--- src/rtl/core/csdo_pkg.sv ---
// Shared types and constants for the CANopen SDO client and PDO receiver
package csdo_pkg;

    // request kinds carried in s_tuser
    typedef enum logic [1:0] {
        OP_FRAME = 2'd0,
        OP_WRITE = 2'd1,
        OP_READ  = 2'd2,
        OP_TICK  = 2'd3
    } op_t;

    // read completion codes
    typedef enum logic [1:0] {
        EV_NONE    = 2'd0,
        EV_VALUE   = 2'd1,
        EV_ABORT   = 2'd2,
        EV_TIMEOUT = 2'd3
    } event_t;

    // configuration register indexes
    localparam logic REG_NODE    = 1'b0;
    localparam logic REG_TIMEOUT = 1'b1;

    // register widths and reset values
    localparam int NODE_W = 7;
    localparam int TICK_W = 8;
    localparam logic [NODE_W-1:0] NODE_RESET    = 7'd1;
    localparam logic [TICK_W-1:0] TIMEOUT_RESET = 8'd50;

    // function codes, identifier bits 10..7
    localparam logic [3:0] FC_TPDO1 = 4'h3;   // 0x180
    localparam logic [3:0] FC_TSDO  = 4'hB;   // 0x580
    localparam logic [3:0] FC_RSDO  = 4'hC;   // 0x600

    // sdo command bytes
    localparam logic [7:0] CMD_DOWNLOAD = 8'h22;
    localparam logic [7:0] CMD_UPLOAD   = 8'h40;
    localparam logic [7:0] CMD_ABORT    = 8'h80;
    localparam logic [7:0] SIZE_1BYTE   = 8'h0F;
    localparam logic [7:0] SIZE_2BYTE   = 8'h0B;
    localparam logic [7:0] SIZE_4BYTE   = 8'h03;

    // object dictionary entries watched in responses
    localparam logic [15:0] OD_STATUS   = 16'h6041;
    localparam logic [15:0] OD_POSITION = 16'h6064;

    // frame length
    localparam logic [3:0] TX_LENGTH = 4'd8;
    localparam logic [3:0] PDO_MIN_LENGTH = 4'd6;

    // status word bit for target reached
    localparam int TARGET_BIT = 10;

    // stream widths
    localparam int IN_DATA_W  = 144;
    localparam int OUT_DATA_W = 168;
    localparam int OUT_USER_W = 3;

endpackage

--- src/rtl/core/canopen_sdo_client_and_pdo_receiver_top.sv ---
// CANopen expedited SDO client and TPDO1 receiver for one drive node
// a request passes the input register, then the result register
// throughput: one request per cycle unless the result stream stalls
// the input register lets a new request enter while the previous result waits
// reset: stream and link state cleared, node number 1 and timeout 50 ticks
// no clearing pass after reset, requests are taken from the first cycle
module canopen_sdo_client_and_pdo_receiver_top (
    input  logic                                 clk,
    input  logic                                 rst_n,
    // configuration write port
    input  logic                                 cfg_we,
    input  logic                                 cfg_addr,
    input  logic [7:0]                           cfg_data,
    // request stream
    input  logic                                 s_tvalid,
    output logic                                 s_tready,
    // frame_id, frame_length, frame_payload, od_index, od_subindex,
    // write_value, write_size, zero pad
    input  logic [csdo_pkg::IN_DATA_W-1:0]       s_tdata,
    // operation
    input  logic [1:0]                           s_tuser,
    // result stream
    output logic                                 m_tvalid,
    input  logic                                 m_tready,
    // tx_id, tx_length, tx_payload, read_value, drive_status,
    // drive_position, target_reached, read_pending, zero pad
    output logic [csdo_pkg::OUT_DATA_W-1:0]      m_tdata,
    // tx_valid, read_event
    output logic [csdo_pkg::OUT_USER_W-1:0]      m_tuser
);

    // configuration registers
    logic [csdo_pkg::NODE_W-1:0] node_reg;
    logic [csdo_pkg::TICK_W-1:0] timeout_reg;

    always_ff @(posedge clk or negedge rst_n)
    begin
        if (!rst_n)
        begin
            node_reg    <= csdo_pkg::NODE_RESET;
            timeout_reg <= csdo_pkg::TIMEOUT_RESET;
        end
        else if (cfg_we)
        begin
            case (cfg_addr)
                csdo_pkg::REG_NODE:    node_reg    <= cfg_data[csdo_pkg::NODE_W-1:0];
                csdo_pkg::REG_TIMEOUT: timeout_reg <= cfg_data;
                default:               ;
            endcase
        end
    end

    // input register stage
    logic                            in_valid_reg;
    logic [csdo_pkg::IN_DATA_W-1:0]  in_data_reg;
    csdo_pkg::op_t                   in_op_reg;
    logic                            advance;

    assign advance  = in_valid_reg && (!m_tvalid || m_tready);
    assign s_tready = !in_valid_reg || advance;

    always_ff @(posedge clk or negedge rst_n)
    begin
        if (!rst_n)
            in_valid_reg <= 1'b0;
        else if (s_tready)
            in_valid_reg <= s_tvalid;
    end

    always_ff @(posedge clk)
    begin
        if (s_tready && s_tvalid)
        begin
            in_data_reg <= s_tdata;
            in_op_reg   <= csdo_pkg::op_t'(s_tuser);
        end
    end

    // request field unpacking
    logic [10:0] frame_id;
    logic [3:0]  frame_length;
    logic [63:0] frame_payload;
    logic [15:0] od_index;
    logic [7:0]  od_subindex;
    logic [31:0] write_value;
    logic [2:0]  write_size;

    assign frame_id      = in_data_reg[10:0];
    assign frame_length  = in_data_reg[14:11];
    assign frame_payload = in_data_reg[78:15];
    assign od_index      = in_data_reg[94:79];
    assign od_subindex   = in_data_reg[102:95];
    assign write_value   = in_data_reg[134:103];
    assign write_size    = in_data_reg[137:135];

    // link state
    logic                        waiting_reg,   waiting_next;
    logic [15:0]                 aw_index_reg,  aw_index_next;
    logic [7:0]                  aw_sub_reg,    aw_sub_next;
    logic [csdo_pkg::TICK_W-1:0] count_reg,     count_next;
    logic [15:0]                 status_reg,    status_next;
    logic [31:0]                 position_reg,  position_next;

    // result fields
    logic                        tx_valid;
    logic [10:0]                 tx_id;
    logic [3:0]                  tx_length;
    logic [63:0]                 tx_payload;
    csdo_pkg::event_t            read_event;
    logic [31:0]                 read_value;

    // response decode
    logic [7:0]                  rsp_cmd;
    logic [15:0]                 rsp_index;
    logic [7:0]                  rsp_sub;
    logic [31:0]                 rsp_data;
    logic                        rsp_match;
    logic                        node_hit;
    logic [7:0]                  dl_cmd;
    logic [csdo_pkg::TICK_W-1:0] count_inc;

    assign rsp_cmd   = frame_payload[7:0];
    assign rsp_index = frame_payload[23:8];
    assign rsp_sub   = frame_payload[31:24];
    assign rsp_data  = frame_payload[63:32];
    assign rsp_match = waiting_reg && (rsp_index == aw_index_reg) && (rsp_sub == aw_sub_reg);
    assign node_hit  = (frame_id[6:0] == node_reg);
    assign count_inc = (count_reg == {csdo_pkg::TICK_W{1'b1}}) ? count_reg
                                                                : count_reg + 1'b1;

    // download command with size code
    always_comb
    begin
        case (write_size)
            3'd1:    dl_cmd = csdo_pkg::CMD_DOWNLOAD | csdo_pkg::SIZE_1BYTE;
            3'd2:    dl_cmd = csdo_pkg::CMD_DOWNLOAD | csdo_pkg::SIZE_2BYTE;
            3'd4:    dl_cmd = csdo_pkg::CMD_DOWNLOAD | csdo_pkg::SIZE_4BYTE;
            default: dl_cmd = csdo_pkg::CMD_DOWNLOAD;
        endcase
    end

    // request processing
    always_comb
    begin
        waiting_next  = waiting_reg;
        aw_index_next = aw_index_reg;
        aw_sub_next   = aw_sub_reg;
        count_next    = count_reg;
        status_next   = status_reg;
        position_next = position_reg;
        tx_valid      = 1'b0;
        tx_id         = 11'd0;
        tx_length     = 4'd0;
        tx_payload    = 64'd0;
        read_event    = csdo_pkg::EV_NONE;
        read_value    = 32'd0;
        case (in_op_reg)
            csdo_pkg::OP_FRAME:
            begin
                if (node_hit && frame_id[10:7] == csdo_pkg::FC_TSDO)
                begin
                    if (rsp_cmd == csdo_pkg::CMD_ABORT)
                    begin
                        if (rsp_match)
                        begin
                            waiting_next = 1'b0;
                            read_event   = csdo_pkg::EV_ABORT;
                        end
                    end
                    else
                    begin
                        if (rsp_match)
                        begin
                            waiting_next = 1'b0;
                            read_event   = csdo_pkg::EV_VALUE;
                            read_value   = rsp_data;
                        end
                        if (rsp_index == csdo_pkg::OD_STATUS && rsp_sub == 8'd0)
                            status_next = rsp_data[15:0];
                        else if (rsp_index == csdo_pkg::OD_POSITION && rsp_sub == 8'd0)
                            position_next = rsp_data;
                    end
                end
                else if (node_hit && frame_id[10:7] == csdo_pkg::FC_TPDO1)
                begin
                    if (frame_length >= csdo_pkg::PDO_MIN_LENGTH)
                    begin
                        status_next   = frame_payload[15:0];
                        position_next = frame_payload[47:16];
                    end
                end
            end
            csdo_pkg::OP_WRITE:
            begin
                tx_valid   = 1'b1;
                tx_id      = {csdo_pkg::FC_RSDO, node_reg};
                tx_length  = csdo_pkg::TX_LENGTH;
                tx_payload = {write_value, od_subindex, od_index, dl_cmd};
            end
            csdo_pkg::OP_READ:
            begin
                tx_valid      = 1'b1;
                tx_id         = {csdo_pkg::FC_RSDO, node_reg};
                tx_length     = csdo_pkg::TX_LENGTH;
                tx_payload    = {32'd0, od_subindex, od_index, csdo_pkg::CMD_UPLOAD};
                waiting_next  = 1'b1;
                aw_index_next = od_index;
                aw_sub_next   = od_subindex;
                count_next    = '0;
            end
            csdo_pkg::OP_TICK:
            begin
                if (waiting_reg)
                begin
                    count_next = count_inc;
                    if (count_inc >= timeout_reg)
                    begin
                        waiting_next = 1'b0;
                        read_event   = csdo_pkg::EV_TIMEOUT;
                    end
                end
            end
            default: ;
        endcase
    end

    // state update on each processed request
    always_ff @(posedge clk or negedge rst_n)
    begin
        if (!rst_n)
        begin
            waiting_reg  <= 1'b0;
            aw_index_reg <= 16'd0;
            aw_sub_reg   <= 8'd0;
            count_reg    <= '0;
            status_reg   <= 16'd0;
            position_reg <= 32'd0;
        end
        else if (advance)
        begin
            waiting_reg  <= waiting_next;
            aw_index_reg <= aw_index_next;
            aw_sub_reg   <= aw_sub_next;
            count_reg    <= count_next;
            status_reg   <= status_next;
            position_reg <= position_next;
        end
    end

    // result register
    logic                             out_valid_reg;
    logic [csdo_pkg::OUT_DATA_W-1:0]  out_data_reg;
    logic [csdo_pkg::OUT_USER_W-1:0]  out_user_reg;

    always_ff @(posedge clk or negedge rst_n)
    begin
        if (!rst_n)
            out_valid_reg <= 1'b0;
        else if (advance)
            out_valid_reg <= 1'b1;
        else if (m_tready)
            out_valid_reg <= 1'b0;
    end

    always_ff @(posedge clk)
    begin
        if (advance)
        begin
            out_data_reg <= {7'd0, waiting_next, status_next[csdo_pkg::TARGET_BIT],
                             position_next, status_next, read_value,
                             tx_payload, tx_length, tx_id};
            out_user_reg <= {read_event, tx_valid};
        end
    end

    assign m_tvalid = out_valid_reg;
    assign m_tdata  = out_data_reg;
    assign m_tuser  = out_user_reg;

`ifndef SYNTH
    // a finished read never leaves the wait armed
    assert property (@(posedge clk) disable iff (!rst_n)
        m_tvalid && m_tuser[2:1] != csdo_pkg::EV_NONE |-> !m_tdata[160])
        else $error("read finished while still pending");

    // target reached follows the status word
    assert property (@(posedge clk) disable iff (!rst_n)
        m_tvalid |-> m_tdata[159] == m_tdata[111 + csdo_pkg::TARGET_BIT])
        else $error("target reached differs from status bit");

    // transmitted frames are full length and carry the RSDO function code
    assert property (@(posedge clk) disable iff (!rst_n)
        m_tvalid && m_tuser[0] |-> m_tdata[14:11] == csdo_pkg::TX_LENGTH
                                  && m_tdata[10:7] == csdo_pkg::FC_RSDO)
        else $error("bad transmit frame header");

    // a processed request always produces a result
    assert property (@(posedge clk) disable iff (!rst_n)
        advance |=> m_tvalid)
        else $error("processed request lost its result");

    // pending wait only ends through an event
    assert property (@(posedge clk) disable iff (!rst_n)
        advance && waiting_reg && !waiting_next |-> read_event != csdo_pkg::EV_NONE)
        else $error("wait ended without an event");
`endif

endmodule

--- config.mk ---
export PLATFORM = sky130hd
export DESIGN_NAME = canopen_sdo_client_and_pdo_receiver_top
export DESIGN_NICKNAME = d
export VERILOG_FILES = /design/src/rtl/core/csdo_pkg.sv /design/src/rtl/core/canopen_sdo_client_and_pdo_receiver_top.sv
export SDC_FILE = /design/constraint.sdc
export NUM_CORES = 1
export LEC_CHECK = 0
export ABC_AREA = 1
export BUFFER_PORTS_ARGS = -buffer_cell sky130_fd_sc_hd__buf_2
export CELL_PAD_IN_SITES_DETAIL_PLACEMENT = 1
export CELL_PAD_IN_SITES_GLOBAL_PLACEMENT = 2
export CORE_MARGIN = 5
export CORE_UTILIZATION = 37
export CTS_BUF_LIST = sky130_fd_sc_hd__clkbuf_16
export DETAILED_ROUTE_END_ITERATION = 10
export GPL_ROUTABILITY_DRIVEN = 0
export GPL_TIMING_DRIVEN = 0
export PLACE_DENSITY = 0.81
export SKIP_LAST_GASP = 1
export SLEW_MARGIN = 10
export SYNTH_ARGS = -nofsm -noshare
export SYNTH_HDL_FRONTEND = slang
export SYNTH_SLANG_ARGS = --single-unit
--- constraint.sdc ---
create_clock -name clk -period 10.53 [get_ports clk]
set_input_delay 2.6325 -clock clk [delete_from_list [all_inputs] [get_ports clk]]
set_output_delay 2.6325 -clock clk [all_outputs]
set_load 0.02 [all_outputs]
==> run metrics <==
DP Worst Slack slightly below 5 ns; DP HPWL 39550 microns; commonest non-fill, non-tap cell in the layout nand2_1; commonest cells after routing, fill and taps aside nand2_1, buf_2, nand3_1, inv_1, edfxtp_1; global route overflow 0; Worst Setup End Kind primary output; Hold Path Class reg -> reg; Inserted Clock Buffers 46; Rows 79; initial antenna violation count 14; Setup Skew 0.02393 ns; Pleak 10.43 nW; Initial Utilization 0.3720; Routed WL 53620 microns; clk root buf clkbuf_16; CP required a little under 8 ns; total clock sinks 389; met3 Track Usage GR 0.06161; DR iter-0 viols 681; WL/cell just under 20 microns; Slew @ Worst Pin 0.7158 ns; Residual DRC 0; drt first pass iters 5; Net Switching between 1.5 and 2 mW; M2 GR Usage 0.3481; Hold-fix buffers, CTS 0; busiest grt layer met2; largest net degree at the start of global routing 100; die area 50920 sq um; Seq cells post-synth approximately 390; Internal 3.285 mW; minimum clock period 5.693 ns; first-pass GRT wire length ~82000 microns; filler instances between 5000 and 6000; largest stage delay on the critical path 0.18 ns; combinational cell fraction of total power 0.222; CTS tree yes; Switching Share 0.3153; RSZ-0062 raised after global routing no; distinct cell type count after synthesis 34; # IOs 333; crit share post-route 0.5406; Pwr Density 225.5 nW/um^2; area delta synth->final 23.64%; Fmax 175.7 MHz; met1 Use GR 0.2634; startpoint type of the worst setup path input pin; CP Buf/Inv Count 3; maximum fanout along the worst path 3; Die Width 225.7 microns; Yosys warnings 0; Die Ht between 200 and 250 microns; IO buf count 311; GR Util All Layers 0.2083; worst-path cell chain buf_2, inv_1, nand3_1, buf_2; kind of critical path in -> out; DR vias/cell between 4 and 5; status finished, final reports clean; Core Region 46260 sq um; Fin. Hold Viols 0; Setup Fix Bufs, Post-CTS 0; Worst slew margin 0.5196; total number of vias 13419; slowest CP cell buf_2; vias in the first global route 14185; most used cell, CP buf_2; family with the most delay on the worst path buffers and inverters; CTS Buffer Depth 3; NumNets Final 2303; synthesized area around 17000 sq um; clock latency on the worst-skew pair a little under 0.6 ns; CTS clk-pin slew, worst paths 0.06 ns; final core occ 0.4599; Critical Path AT ~3.1 ns; Post-Synthesis Cells 1752; sequential share of the synthesized area 0.6506; Gates resized, CTS repair 0; number of H-tree levels 2; share of cells above drive strength 1 0.2072; fin. max-slew vios 0; Clock Power Share 0.339; Max-Cap Viols 0; peak supply drop 147.1 uV; # setup viols final 0; ANT nets after route 0; max reg flops between 100 and 150; final setup margin 4.837 ns; syn_area_per_cell about 9.8 sq um; sequential share of power 0.439
-- power groups by stage --
stage / clock network [mW] / registers [mW] / logic (mW)
detailed placement: 0 / 2.14 / 1.08
CTS: 1.68 / 2.11 / 1.08
floorplan: 0 / 2.25 / 0.593
global route: 1.75 / 2.13 / 1.20
global placement: 0 / 2.16 / 1.02
finish: 1.63 / 2.11 / 1.06
-- per-layer routing --
layer / vias up / wire length (microns)
li1: 6403 / -
met1: 6493 / 22130
met2: 392 / 25650
met3: 113 / 4277
met4: 18 / 1444
met5: - / 111
-- worst paths after layout --
kind / start / endpoint / slack [ns] / cells after the start
max: m_tready / s_tready / 4.84 / 4
min: status_reg[2] / status_reg[2] / 0.48 / 2
min reg2reg: status_reg[2] / status_reg[2] / 0.48 / 2
max reg2reg: count_reg[0] / m_tuser[1] / 7.34 / 14
max in group asynchronous: rst_n / position_reg[27] / 7.86 / 2
min in group asynchronous: rst_n / node_reg[6] / 1.93 / 1
-- cell type report --
class                           instances  area, sq um  share of cell area
Clock inverter                         39        379.1             0.01782
Sequential cell                       389        11200              0.5262
Clock buffer                           47         1176             0.05528
Inverter                              287         1085             0.05099
Multi-Input combinational cell        995         4491              0.2111
Buffer                                 94        496.7             0.02335
Antenna cell                            3        7.507           0.0003529
Timing Repair Buffer                  316         1685             0.07922
Tap cell                              607        759.5             0.03570
-- per-stage QoR --
step	hold WS (ns)	area, sq um	total power [mW]	TNS, ns	std cells
final	0.4771	21280	4.798	0	2777
after detailed placement	0.4654	19710	3.214	0	2688
after global routing	0.4997	21270	5.088	0	2775
after CTS	0.4819	21270	4.870	0	2774
after floorplan	0.4491	17260	2.841	0	1765
after global placement	0.4607	19570	3.180	-73.87	2683
-- worst reg2reg max path: cells and delay by family, from the launching register on --
kind | cells | cell delay, ns
AND/OR/NAND/NOR | 7 | 1.18
XOR/XNOR | 1 | 0.24
flip-flops | 1 | 0.37
buffers and inverters | 1 | 0.08
adder cells (fa/ha/maj) | 2 | 0.48
AO/OA/AOI/OAI | 3 | 0.56
-- cell families after synthesis --
| group | after synthesis | synth area share |
|---|---|---|
| simple gates | 887 | 0.2215 |
| flops | 389 | 0.6506 |
| buf+inv | 381 | 0.09125 |
| compound gates | 69 | 0.02065 |
| fa+ha+maj | 14 | 0.01018 |
| xor+xnor | 11 | 0.005599 |
| other cells | 1 | 0.0002179 |
-- synth_stat cells, drive strengths merged --
master	instances	area, sq um
nand4	7	58.81
xnor2	5	43.79
dfstp	4	105.1
clkinv	1	3.750
nor4	2	12.51
nand3b	10	75.07
dfrtp	94	2352
edfxtp	291	8738
or3b	1	8.760
xor2	6	52.55
nor3	2	21.27
a211oi	1	7.510
o21ai	51	255.3
nor2	98	377.9
a21oi	12	60.06
inv	286	1074
conb	1	3.750
nand2	472	1772
nor3b	1	12.51
ha	14	175.2
nand3	293	1466
and2	1	6.260
clkbuf	41	153.9
o21a	1	7.510
buf	53	339.1
o22ai	4	25.02
No activity file was read; power rests on OpenSTA's default activity.
